$ cat config.mk
export PLATFORM = sky130hd
export DESIGN_NAME = http_url_splitter
export DESIGN_NICKNAME = d
export VERILOG_FILES = /design/src/rtl/hus_pkg.sv /design/src/rtl/http_url_splitter.sv /design/src/rtl/hus_front.sv /design/src/rtl/hus_fifo.sv /design/src/rtl/hus_back.sv
export SDC_FILE = /design/constraint.sdc
export NUM_CORES = 1
export LEC_CHECK = 0
export BUFFER_PORTS_ARGS = -buffer_cell sky130_fd_sc_hd__buf_2
export CORE_ASPECT_RATIO = 1.2
export CORE_MARGIN = 8
export CORE_UTILIZATION = 35
export DETAILED_ROUTE_END_ITERATION = 6
export GPL_TIMING_DRIVEN = 1
export HOLD_SLACK_MARGIN = 0.1
export PLACE_DENSITY_LB_ADDON = 0.2
export SETUP_SLACK_MARGIN = 0.02
export SLEW_MARGIN = 20
export SYNTH_ARGS = -nofsm -noshare
export SYNTH_HDL_FRONTEND = slang
export SYNTH_SLANG_ARGS = --single-unit
export TNS_END_PERCENT = 1
$ cat constraint.sdc
create_clock -name clk -period 5.94 [get_ports clk]
set_input_delay 0.297 -clock clk [delete_from_list [all_inputs] [get_ports clk]]
set_output_delay 0.297 -clock clk [all_outputs]
set_load 0.05 [all_outputs]
$ cat src/rtl/hus_pkg.sv
// Shared types, codes and constants for the HTTP URL splitter.
package hus_pkg;

  localparam logic [15:0] DEFAULT_PORT_RST = 16'd80;
  localparam int          QUEUE_DEPTH      = 4;

  localparam logic [2:0]  PREFIX_LEN = 3'd7;
  localparam logic [16:0] PORT_LIMIT = 17'd65535;

  localparam logic [7:0] CH_SLASH = 8'h2f;
  localparam logic [7:0] CH_COLON = 8'h3a;
  localparam logic [7:0] CH_SPACE = 8'h20;
  localparam logic [7:0] CH_TAB   = 8'h09;
  localparam logic [7:0] CH_CR    = 8'h0d;
  localparam logic [7:0] CH_PLUS  = 8'h2b;
  localparam logic [7:0] CH_MINUS = 8'h2d;
  localparam logic [7:0] CH_ZERO  = 8'h30;
  localparam logic [7:0] CH_NINE  = 8'h39;

  localparam logic [1:0] KIND_HOST    = 2'd0;
  localparam logic [1:0] KIND_PATH    = 2'd1;
  localparam logic [1:0] KIND_SUMMARY = 2'd2;

  localparam logic [2:0] ST_OK         = 3'd0;
  localparam logic [2:0] ST_BAD_PREFIX = 3'd1;
  localparam logic [2:0] ST_EMPTY_HOST = 3'd2;
  localparam logic [2:0] ST_BAD_PORT   = 3'd3;
  localparam logic [2:0] ST_PORT_LARGE = 3'd4;

  typedef enum logic [2:0] {
    PH_PREFIX = 3'd0,
    PH_HOST   = 3'd1,
    PH_PORT   = 3'd2,
    PH_PATH   = 3'd3,
    PH_SKIP   = 3'd4
  } phase_t;

  typedef enum logic [1:0] {
    SUB_LEAD   = 2'd0,
    SUB_SIGN   = 2'd1,
    SUB_DIGITS = 2'd2
  } subphase_t;

  // One queue entry: everything one input byte causes on the result side.
  typedef struct packed {
    logic        has_char;
    logic [1:0]  char_kind;
    logic [7:0]  char_val;
    logic        has_slash;
    logic        has_sum;
    logic [2:0]  status;
    logic [16:0] port;
  } q_entry_t;

  function automatic logic [7:0] prefix_char(input logic [2:0] idx);
    logic [7:0] ch;
    unique case (idx)
      3'd0:    ch = 8'h68;
      3'd1:    ch = 8'h74;
      3'd2:    ch = 8'h74;
      3'd3:    ch = 8'h70;
      3'd4:    ch = CH_COLON;
      3'd5:    ch = CH_SLASH;
      3'd6:    ch = CH_SLASH;
      default: ch = 8'h00;
    endcase
    return ch;
  endfunction

endpackage

$ cat src/rtl/http_url_splitter.sv
// Top level of the HTTP URL splitter: front end, queue and back end.
//
//   channel  direction  handshake          payload
//   in_      input      in_valid/in_stall  in_char_code, in_last_char
//   out_     output     out_valid/out_stall out_item_kind, out_char_value, out_status,
//                                          out_port_value, out_last_of_url
//   cfg_     input      cfg_write_en       cfg_write_data (default port)
//
// One byte is taken per cycle while in_stall is low; each result leaves the output
// register one per cycle while out_stall is low. A byte that ends a URL causes up to
// three results, so the back end drains them one at a time while the queue keeps
// taking bytes until it fills. Results pass through the queue and the output register.
// Reset is synchronous and active low; the default port returns to 80.
// in_stall is high only while the queue between front and back end is full.
module http_url_splitter
  import hus_pkg::*;
#(
  parameter int QueueDepth = QUEUE_DEPTH
)(
  input  logic               clk,
  input  logic               rst_n,
  input  logic               in_valid,
  output logic               in_stall,
  input  logic [7:0]         in_char_code,
  input  logic               in_last_char,
  output logic               out_valid,
  input  logic               out_stall,
  output logic [1:0]         out_item_kind,
  output logic [7:0]         out_char_value,
  output logic [2:0]         out_status,
  output logic signed [16:0] out_port_value,
  output logic               out_last_of_url,
  input  logic               cfg_write_en,
  input  logic [15:0]        cfg_write_data
);

  q_entry_t push_data;
  q_entry_t head;
  logic     push, pop, full, empty;

  hus_front u_front (
    .clk            (clk),
    .rst_n          (rst_n),
    .in_valid       (in_valid),
    .in_stall       (in_stall),
    .in_char_code   (in_char_code),
    .in_last_char   (in_last_char),
    .cfg_write_en   (cfg_write_en),
    .cfg_write_data (cfg_write_data),
    .q_full         (full),
    .q_push         (push),
    .q_data         (push_data)
  );

  hus_fifo #(
    .Depth (QueueDepth)
  ) u_fifo (
    .clk       (clk),
    .rst_n     (rst_n),
    .push      (push),
    .push_data (push_data),
    .pop       (pop),
    .head      (head),
    .full      (full),
    .empty     (empty)
  );

  hus_back u_back (
    .clk             (clk),
    .rst_n           (rst_n),
    .head            (head),
    .q_empty         (empty),
    .q_pop           (pop),
    .out_valid       (out_valid),
    .out_stall       (out_stall),
    .out_item_kind   (out_item_kind),
    .out_char_value  (out_char_value),
    .out_status      (out_status),
    .out_port_value  (out_port_value),
    .out_last_of_url (out_last_of_url)
  );

endmodule

$ cat src/rtl/hus_front.sv
// Front end: takes URL bytes, tracks the parse and queues the results they cause.
module hus_front
  import hus_pkg::*;
(
  input  logic             clk,
  input  logic             rst_n,
  input  logic             in_valid,
  output logic             in_stall,
  input  logic [7:0]       in_char_code,
  input  logic             in_last_char,
  input  logic             cfg_write_en,
  input  logic [15:0]      cfg_write_data,
  input  logic             q_full,
  output logic             q_push,
  output q_entry_t         q_data
);

  logic [15:0] default_port_r;
  logic [2:0]  prefix_count_r, prefix_count_nxt;
  phase_t      phase_r, phase_nxt;
  logic        prefix_failed_r, prefix_failed_nxt;
  logic        host_seen_r, host_seen_nxt;
  logic        text_seen_r, text_seen_nxt;
  subphase_t   sub_r, sub_nxt;
  logic        negative_r, negative_nxt;
  logic        digits_seen_r, digits_seen_nxt;
  logic        bad_text_r, bad_text_nxt;
  logic        too_large_r, too_large_nxt;
  logic [16:0] accum_r, accum_nxt;

  logic        accept;
  logic        is_ws, is_sign, is_digit;
  logic [20:0] accum_ext;
  logic        prefix_ok;

  assign in_stall = q_full;
  assign accept   = in_valid && !q_full;

  assign is_ws    = (in_char_code == CH_SPACE) ||
                    ((in_char_code >= CH_TAB) && (in_char_code <= CH_CR));
  assign is_sign  = (in_char_code == CH_PLUS) || (in_char_code == CH_MINUS);
  assign is_digit = (in_char_code >= CH_ZERO) && (in_char_code <= CH_NINE);
  // accum * 10 + digit, by shift and add
  assign accum_ext = {1'b0, accum_r, 3'b000} + {3'b000, accum_r, 1'b0}
                     + {17'd0, in_char_code[3:0]};

  always_comb begin
    prefix_count_nxt  = prefix_count_r;
    phase_nxt         = phase_r;
    prefix_failed_nxt = prefix_failed_r;
    host_seen_nxt     = host_seen_r;
    text_seen_nxt     = text_seen_r;
    sub_nxt           = sub_r;
    negative_nxt      = negative_r;
    digits_seen_nxt   = digits_seen_r;
    bad_text_nxt      = bad_text_r;
    too_large_nxt     = too_large_r;
    accum_nxt         = accum_r;
    q_data            = '0;
    q_data.char_val   = in_char_code;

    unique case (phase_r)
      PH_PREFIX: begin
        if (in_char_code == prefix_char(prefix_count_r)) begin
          prefix_count_nxt = prefix_count_r + 3'd1;
          if (prefix_count_r == PREFIX_LEN - 3'd1) phase_nxt = PH_HOST;
        end else begin
          prefix_failed_nxt = 1'b1;
          phase_nxt         = PH_SKIP;
        end
      end
      PH_HOST: begin
        if (in_char_code == CH_SLASH) begin
          phase_nxt        = PH_PATH;
          q_data.has_char  = 1'b1;
          q_data.char_kind = KIND_PATH;
        end else if (in_char_code == CH_COLON) begin
          phase_nxt = PH_PORT;
        end else begin
          host_seen_nxt    = 1'b1;
          q_data.has_char  = 1'b1;
          q_data.char_kind = KIND_HOST;
        end
      end
      PH_PORT: begin
        if (in_char_code == CH_SLASH) begin
          phase_nxt        = PH_PATH;
          q_data.has_char  = 1'b1;
          q_data.char_kind = KIND_PATH;
        end else if (in_char_code != CH_COLON) begin
          text_seen_nxt = 1'b1;
          if (!bad_text_r) begin
            priority if (sub_r == SUB_LEAD && is_ws) begin
              // skip leading blanks
            end else if (sub_r == SUB_LEAD && is_sign) begin
              negative_nxt = (in_char_code == CH_MINUS);
              sub_nxt      = SUB_SIGN;
            end else if (!is_digit) begin
              bad_text_nxt = 1'b1;
            end else begin
              sub_nxt         = SUB_DIGITS;
              digits_seen_nxt = 1'b1;
              if (accum_ext > {4'd0, PORT_LIMIT}) begin
                too_large_nxt = 1'b1;
                accum_nxt     = PORT_LIMIT + 17'd1;
              end else begin
                accum_nxt = accum_ext[16:0];
              end
            end
          end
        end
      end
      PH_PATH: begin
        q_data.has_char  = 1'b1;
        q_data.char_kind = KIND_PATH;
      end
      default: begin
      end
    endcase

    // End of URL: default path, summary, and a fresh parse state.
    prefix_ok = !prefix_failed_nxt && (phase_nxt != PH_PREFIX);
    if (in_last_char) begin
      q_data.has_sum   = 1'b1;
      q_data.has_slash = prefix_ok && (phase_nxt != PH_PATH);
      priority if (!prefix_ok)
        q_data.status = ST_BAD_PREFIX;
      else if (!host_seen_nxt)
        q_data.status = ST_EMPTY_HOST;
      else if (text_seen_nxt && (bad_text_nxt || !digits_seen_nxt))
        q_data.status = ST_BAD_PORT;
      else if (text_seen_nxt && too_large_nxt)
        q_data.status = ST_PORT_LARGE;
      else
        q_data.status = ST_OK;
      if (q_data.status == ST_OK) begin
        if (text_seen_nxt)
          q_data.port = negative_nxt ? (17'd0 - accum_nxt) : accum_nxt;
        else
          q_data.port = {1'b0, default_port_r};
      end
      prefix_count_nxt  = '0;
      phase_nxt         = PH_PREFIX;
      prefix_failed_nxt = 1'b0;
      host_seen_nxt     = 1'b0;
      text_seen_nxt     = 1'b0;
      sub_nxt           = SUB_LEAD;
      negative_nxt      = 1'b0;
      digits_seen_nxt   = 1'b0;
      bad_text_nxt      = 1'b0;
      too_large_nxt     = 1'b0;
      accum_nxt         = '0;
    end
  end

  // drop bytes that cause no result
  assign q_push = accept && (q_data.has_char || q_data.has_sum);

  always_ff @(posedge clk) begin
    if (!rst_n) begin
      default_port_r  <= DEFAULT_PORT_RST;
      prefix_count_r  <= '0;
      phase_r         <= PH_PREFIX;
      prefix_failed_r <= 1'b0;
      host_seen_r     <= 1'b0;
      text_seen_r     <= 1'b0;
      sub_r           <= SUB_LEAD;
      negative_r      <= 1'b0;
      digits_seen_r   <= 1'b0;
      bad_text_r      <= 1'b0;
      too_large_r     <= 1'b0;
      accum_r         <= '0;
    end else begin
      if (cfg_write_en) default_port_r <= cfg_write_data;
      if (accept) begin
        prefix_count_r  <= prefix_count_nxt;
        phase_r         <= phase_nxt;
        prefix_failed_r <= prefix_failed_nxt;
        host_seen_r     <= host_seen_nxt;
        text_seen_r     <= text_seen_nxt;
        sub_r           <= sub_nxt;
        negative_r      <= negative_nxt;
        digits_seen_r   <= digits_seen_nxt;
        bad_text_r      <= bad_text_nxt;
        too_large_r     <= too_large_nxt;
        accum_r         <= accum_nxt;
      end
    end
  end

endmodule

$ cat src/rtl/hus_fifo.sv
// Short queue between the front and back ends.
module hus_fifo
  import hus_pkg::*;
#(
  parameter int Depth = QUEUE_DEPTH
)(
  input  logic     clk,
  input  logic     rst_n,
  input  logic     push,
  input  q_entry_t push_data,
  input  logic     pop,
  output q_entry_t head,
  output logic     full,
  output logic     empty
);

  localparam int PtrW = (Depth > 1) ? $clog2(Depth) : 1;
  localparam int CntW = $clog2(Depth + 1);
  localparam logic [PtrW-1:0] LastPtr = PtrW'(Depth - 1);
  localparam logic [CntW-1:0] FullCnt = CntW'(Depth);

  q_entry_t        mem [Depth];
  logic [PtrW-1:0] wr_ptr_r, wr_ptr_nxt;
  logic [PtrW-1:0] rd_ptr_r, rd_ptr_nxt;
  logic [CntW-1:0] count_r, count_nxt;

  assign full  = (count_r == FullCnt);
  assign empty = (count_r == '0);
  assign head  = mem[rd_ptr_r];

  always_comb begin
    wr_ptr_nxt = wr_ptr_r;
    rd_ptr_nxt = rd_ptr_r;
    count_nxt  = count_r;
    if (push) wr_ptr_nxt = (wr_ptr_r == LastPtr) ? '0 : wr_ptr_r + PtrW'(1);
    if (pop)  rd_ptr_nxt = (rd_ptr_r == LastPtr) ? '0 : rd_ptr_r + PtrW'(1);
    unique case ({push, pop})
      2'b10:   count_nxt = count_r + CntW'(1);
      2'b01:   count_nxt = count_r - CntW'(1);
      default: count_nxt = count_r;
    endcase
  end

  always_ff @(posedge clk) begin
    if (push) mem[wr_ptr_r] <= push_data;
  end

  always_ff @(posedge clk) begin
    if (!rst_n) begin
      wr_ptr_r <= '0;
      rd_ptr_r <= '0;
      count_r  <= '0;
    end else begin
      wr_ptr_r <= wr_ptr_nxt;
      rd_ptr_r <= rd_ptr_nxt;
      count_r  <= count_nxt;
    end
  end

  a_no_overflow: assert property (@(posedge clk) disable iff (!rst_n)
    !(push && full && !pop)) else $error("queue push while full");
  a_no_underflow: assert property (@(posedge clk) disable iff (!rst_n)
    !(pop && empty)) else $error("queue pop while empty");
  a_count_bound: assert property (@(posedge clk) disable iff (!rst_n)
    count_r <= FullCnt) else $error("queue count out of range");

endmodule

$ cat src/rtl/hus_back.sv
// Back end: expands queued entries into result transactions, one per cycle while out_stall is low.
module hus_back
  import hus_pkg::*;
(
  input  logic               clk,
  input  logic               rst_n,
  input  q_entry_t           head,
  input  logic               q_empty,
  output logic               q_pop,
  output logic               out_valid,
  input  logic               out_stall,
  output logic [1:0]         out_item_kind,
  output logic [7:0]         out_char_value,
  output logic [2:0]         out_status,
  output logic signed [16:0] out_port_value,
  output logic               out_last_of_url
);

  logic [2:0]  done_r, done_nxt;
  logic        out_valid_r;
  logic [1:0]  kind_r, kind_nxt;
  logic [7:0]  char_r, char_nxt;
  logic [2:0]  status_r, status_nxt;
  logic [16:0] port_r, port_nxt;
  logic        last_r, last_nxt;

  logic [2:0]  pending;
  logic [2:0]  sel;
  logic        load;

  assign pending = q_empty ? 3'b000
                 : ({head.has_sum, head.has_slash, head.has_char} & ~done_r);
  assign load    = (!out_valid_r || !out_stall) && (pending != 3'b000);

  always_comb begin
    sel        = 3'b000;
    kind_nxt   = KIND_SUMMARY;
    char_nxt   = '0;
    status_nxt = ST_OK;
    port_nxt   = '0;
    last_nxt   = 1'b0;
    priority if (pending[0]) begin
      sel      = 3'b001;
      kind_nxt = head.char_kind;
      char_nxt = head.char_val;
    end else if (pending[1]) begin
      sel      = 3'b010;
      kind_nxt = KIND_PATH;
      char_nxt = CH_SLASH;
    end else begin
      sel        = 3'b100;
      status_nxt = head.status;
      port_nxt   = head.port;
      last_nxt   = 1'b1;
    end
    // pop once the last pending result of the entry leaves
    q_pop    = load && ((pending & ~sel) == 3'b000);
    done_nxt = done_r;
    if (load) done_nxt = q_pop ? 3'b000 : (done_r | sel);
  end

  always_ff @(posedge clk) begin
    if (!rst_n) begin
      done_r      <= '0;
      out_valid_r <= 1'b0;
    end else begin
      done_r <= done_nxt;
      if (load)            out_valid_r <= 1'b1;
      else if (!out_stall) out_valid_r <= 1'b0;
    end
  end

  always_ff @(posedge clk) begin
    if (load) begin
      kind_r   <= kind_nxt;
      char_r   <= char_nxt;
      status_r <= status_nxt;
      port_r   <= port_nxt;
      last_r   <= last_nxt;
    end
  end

  assign out_valid       = out_valid_r;
  assign out_item_kind   = kind_r;
  assign out_char_value  = char_r;
  assign out_status      = status_r;
  assign out_port_value  = $signed(port_r);
  assign out_last_of_url = last_r;

  a_summary_last: assert property (@(posedge clk) disable iff (!rst_n)
    out_valid_r |-> ((kind_r == KIND_SUMMARY) == last_r))
    else $error("last flag does not match summary kind");
  a_char_clean: assert property (@(posedge clk) disable iff (!rst_n)
    (out_valid_r && !last_r) |-> (status_r == ST_OK && port_r == '0))
    else $error("character result carries summary fields");

endmodule
== After elaboration in Yosys (flattened, before gate mapping) ==
Memory sizes are Yosys's and may differ from the RTL's. A register that Yosys moved wholly into a read port is not among the register bits.
Index checks and enable logic that the tools add are counted.

* Input bits: 30
* Output and inout port bits: 33
* RAM bits: 132
* Logic and storage cells: 211
* Memories: 1
* Flip-flop bits (word level): 90

* Equal/unequal tests: 26
* Multiplexer cells: 103
* $lt $le $gt $ge: 5
* $add $sub $neg: 8
* Bitwise gates (word level): 5
* Reductions and logical operators: 41

{| class="wikitable"
|+ Memories
! name !! depth !! bits a word !! read ports !! clocked after Yosys merged registers in !! wr ports !! line !! text
|-
| u_fifo.mem || 4 || 33 || 1 || 1 || 1 || hus_fifo.sv:22 || <nowiki>q_entry_t mem [Depth];</nowiki>
|}

{| class="wikitable"
|+ Operator list
! kind !! number
|-
| $mux 17 || 12
|-
| $mux 3 || 21
|-
| $mux 1 || 48
|-
| $eq 8x6->1 const B || 5
|-
| $pmux 7 s5 || 1
|-
| $mux 2 || 14
|-
| $mux 22 || 1
|-
| $add 20x18->21 || 1
|-
| $add 21x4->21 || 1
|-
| $gt 21x16->1 const B || 1
|-
| $pmux 3 s3 || 2
|-
| $sub 1x17->17 const A || 1
|-
| $mux 8 || 2
|-
| $logic_not 3->1 || 5
|-
| $eq 3x2->1 const B || 4
|-
| $eq 3x3->1 const B || 4
|-
| $logic_and 1x1->1 || 12
|-
| $reduce_bool 2->1 || 5
|-
| $reduce_bool 3->1 || 3
|-
| $eq 8x8->1 || 1
|-
| $ge 8x4->1 const B || 1
|-
| $ge 8x6->1 const B || 1
|-
| $le 8x4->1 const B || 1
|-
| $le 8x6->1 const B || 1
|-
| other kinds (21) || 40
|}

== Logic depth before layout (Yosys ltp) ==
* Word-level depth: 24
* Gate-level depth with buffers: 21
* Depth with buffers taken out: 20

== Hierarchy ==
A second synthesis with hierarchy kept.

* Cells, all modules: 953
* Area, all modules: 11419.7 µm²

{| class="wikitable"
|+ By module, submodules not included
! module !! times used !! area an instance (µm²) !! cells each !! seq. area each (µm²)
|-
| hus_fifo || 1 || 5272.6 || 220 || 4144.0
|-
| hus_front || 1 || 4707.0 || 630 || 960.9
|-
| hus_back || 1 || 1440.1 || 103 || 1011.0
|}

== Worst setup path after synthesis ==
No wires, ideal clock.

* Path kind: input port to flip-flop
* Start: in in_char_code[3]
* End: mem u_fifo.mem[0][16] (netlist bit) (data pin)
* Path slack: 853 ps
* Data required time: 5671 ps
* Library setup time: 269 ps
* Path buffers: 2
* Cell stages on the path: 19
* Data arrival time: 4818 ps
* Cells stage by stage: clkbuf_1 -> inv_1 -> fa_1 -> fa_1 -> nor2b_1 -> o31a_1 -> o2111ai_1 -> a211oi_2 -> o22ai_2 -> nor4_4 -> buf_2 -> a22oi_1 -> ha_1 -> and3_1 -> a31oi_1 -> o21bai_1 -> a21o_1 -> mux2i_1 -> o31a_1

{| class="wikitable"
|+ RTL lines
! item !! line !! text
|-
| from (decl) || http_url_splitter.sv:24 || <nowiki>input logic [7:0] in_char_code,</nowiki>
|-
| to (decl) || hus_fifo.sv:22 ||
|}

==> flow_summary.yaml <==
floorplanning:
  dieArea_sq_mm: 0.0382
  die_x_microns: 180
  chipHeight_microns: 212
  core_area_sq_mm: 0.0320
  rows: 72
  pin_count: 63
  initial_core_util_pct: 35.2
synth:
  synth_cells: 964
  yosysMostFrequentCell: "edfxtp_1"
  synth_common_cells: "158 x edfxtp_1, 61 x dfxtp_1, 60 x nor2_1"
  syn_area_sq_mm: 0.0113
  yosys_register_bits: 219
  yosysTopAreaCell: "edfxtp_1"
  ys_types: 83
  synth_ff_type: "edfxtp_1"
  yosys_warnings: 0
  synth_fp_nets: 1042
  yosysSeqAreaShare_pct: 53.0
  syn_avg_cell_area_sq_um: 11.7
  synth_top_area_share_pct: 42.1
  ys_top_cells_by_area: "edfxtp_1 42%, dfxtp_1 11%, mux4_2 5.8%"
  synth_edf_count: 158
  async_flop_share_pct: 0
layout:
  instances_no_fill: 1461
  syn_to_final_growth_pct: 14.4
  fillers: 3063
  nets: 1116
  multi_input_area_sq_mm: 0.00496
  fin_util_pct: 40.3
  antennaDiodeCount: 0
  drive_above_1_share_pct: 16.2
  register_area_sq_mm: 0.00597
placement:
  place.gp.congestion: 0.877
  dp.cells: 1404
  dp_hpwl_microns: 19600
  portBuffers: 62
clock_tree:
  cts.clk_slew.worst_paths_ns: 0.07
  cts_buffers: 23
  cts_tree: "yes"
  clock_path_buffers: 3
  cts-root-buf: "clkbuf_16"
  clock_sinks: 219
  post_cts_buffers: 0
  cts_resized: 0
  htreeDepth: 1
  clkLatencyLatePin_ns: 0.50
sta:
  fmax_mhz: 189
  skew_ns: 0.0135
  relSlewSlack_pct: 39.4
  finalSetupViolCount: 0
  min_period_ns: 5.29
  rsz0062_at_grt: "false"
  fin_setup_tns_ns: 0
  period_share_pct: 89.0
  hold_viol_final: 0
  worstMarginPinSlew_ns: 0.908
  slew_violations: 0
setup_path:
  reg2regPathDepth: 18
  reg2reg_from: "u_front.accum_r[2]$_SDFFE_PN0P_"
  arrival_ns: 5.53
  worstPathMaxFanout: 10
  end_kind: "flip-flop"
  cp.required_ns: 6.18
  r2r-end: "u_fifo.mem[1][16]$_DFFE_PP_"
  cp-start-kind: "flip-flop"
  ff2ff_setup_slack_ns: 0.65
  crit_type: "flip-flop to flip-flop"
route:
  viasPerCell: 5.41
  firstDrtPassIters: 5
  ant_nets: 0
  initialDrtViolationCount: 351
  wl_microns: 28100
  vias: 7903
  wl_per_cell_microns: 19.2
  drc_errors: 0
power_and_ir_drop:
  power.leakage_nw: 4.82
  peakVddDrop_mv: 0.182
  power.density_mw_per_mm2: 358
worst_hold_path:
  min_from: "out_stall"
  holdPathEnd: "u_back.out_valid$_SDFFE_PN0P_"
  hold_path_class: "input pin to flip-flop"
  whs_path_depth: 3
global_routing:
  grt_overflow: 0
  grt_pass1_wl_microns: 44100
  grt_max_degree: 51
  antenna_found_initial: 1
  grt_usage_pct: 14.3
  grt_pass1_vias: 7877
run:
  cap_violations: 0
outcome:
  status: "completed"
sequential cells by signal, summed over array words and instances, names as in the netlist, 2 cells and up, named ones only:
register	count
u_fifo.mem	128
u_back.out_port_value	17
u_front.accum_r	17
u_front.default_port_r	16
u_back.out_char_value	8
u_back.done_r	3
u_back.out_status	3
u_fifo.count_r	3
u_front.phase_r	3
u_front.prefix_count_r	3
u_fifo.rd_ptr_r	2
u_fifo.wr_ptr_r	2
u_front.sub_r	2
stage by stage:
stage          total power, mW  hold WS (ns)  area, sq um  setup slack, ns
2_1_floorplan             2.99         0.396        11300            0.853
3_3_place_gp              3.33         0.416        12000            0.679
3_5_place_dp              3.34         0.430        12000            0.528
4_1_cts                   4.69         0.103        12900            0.659
5_1_grt                   4.83         0.119        12900            0.263
6_report                  4.62         0.121        12900            0.652
layout make-up:
type                            instances  share of cell area, %
Sequential cell                       219                   46.3
Multi-Input combinational cell        659                   38.5
Timing Repair Buffer                   98                   4.82
Clock buffer                           28                   4.77
Tap cell                              407                   3.95
Inverter                               37                   1.08
Clock inverter                         13                  0.621
power breakdown:
group / internal, mW / total, mW / switching, mW / leakage [nW]
clock network: 0.741 / 1.33 / 0.591 / 0.337
logic: 0.411 / 1.28 / 0.873 / 2.42
registers: 1.89 / 2.00 / 0.105 / 2.06
metal layers:
metal  GRT usage, %  vias up  wire length, microns
met5              0        -                     8
met4           3.71        2                   467
met3           2.31       36                  1270
met2           24.7      150                 13200
met1           18.5     3864                 13100
li1               -     3851                     -
critical path, cell delays in order (launching register included):
cell and delay (ns):
dfxtp_1 0.46, inv_1 0.09, fa_1 0.49, fa_1 0.47, nor2b_1 0.20, o31a_1 0.26
o2111ai_1 0.18, a211oi_2 0.31, o22ai_2 0.26, nor4_4 0.37, a22o_1 0.19, inv_1 0.07
ha_1 0.26, and3_1 0.21, a31oi_1 0.39, o21bai_1 0.19, a21o_1 0.19, mux2i_1 0.09
o31a_1 0.35
cells in the final DEF, fill, tap and decap left out, types with 29 or more instances in the layout:
cell / instances
o21ai_0: 50
nor2b_1: 41
inv_1: 37
edfxtp_1: 158
ha_1: 45
mux4_2: 29
a21oi_1: 46
nand2_1: 51
nor2_1: 60
dfxtp_1: 60
buf_2: 62
repair_timing:
action,CTS,global route
hold buffers,16,0
endpoints found under the hold margin,16,0
endpoints found under the setup margin,0,0
worst max-delay path by stage:
| stage | cells after the start | endpoint | start |
|---|---|---|---|
| after floorplan | 19 | u_fifo.mem[0][16]$_DFFE_PP_ | in_char_code[3] |
| final | 18 | u_fifo.mem[1][16]$_DFFE_PP_ | u_front.accum_r[2]$_SDFFE_PN0P_ |
| after global routing | 17 | u_fifo.mem[1][10]$_DFFE_PP_ | u_front.accum_r[2]$_SDFFE_PN0P_ |
| after detailed placement | 19 | u_fifo.mem[3][16]$_DFFE_PP_ | in_char_code[3] |
| after global placement | 19 | u_fifo.mem[0][16]$_DFFE_PP_ | in_char_code[3] |
| after CTS | 18 | u_fifo.mem[1][16]$_DFFE_PP_ | u_front.accum_r[2]$_SDFFE_PN0P_ |
logic make-up after synthesis:
family | synth area share, %
buffers and inverters | 3.14
muxes | 8.16
AOI/OAI and AO/OA | 13.6
and+or+nand+nor | 15.0
DFF | 53.0
adders and majority gates | 5.53
xor gates and xnor gates | 1.56
Power figures use the tool's default switching activity.
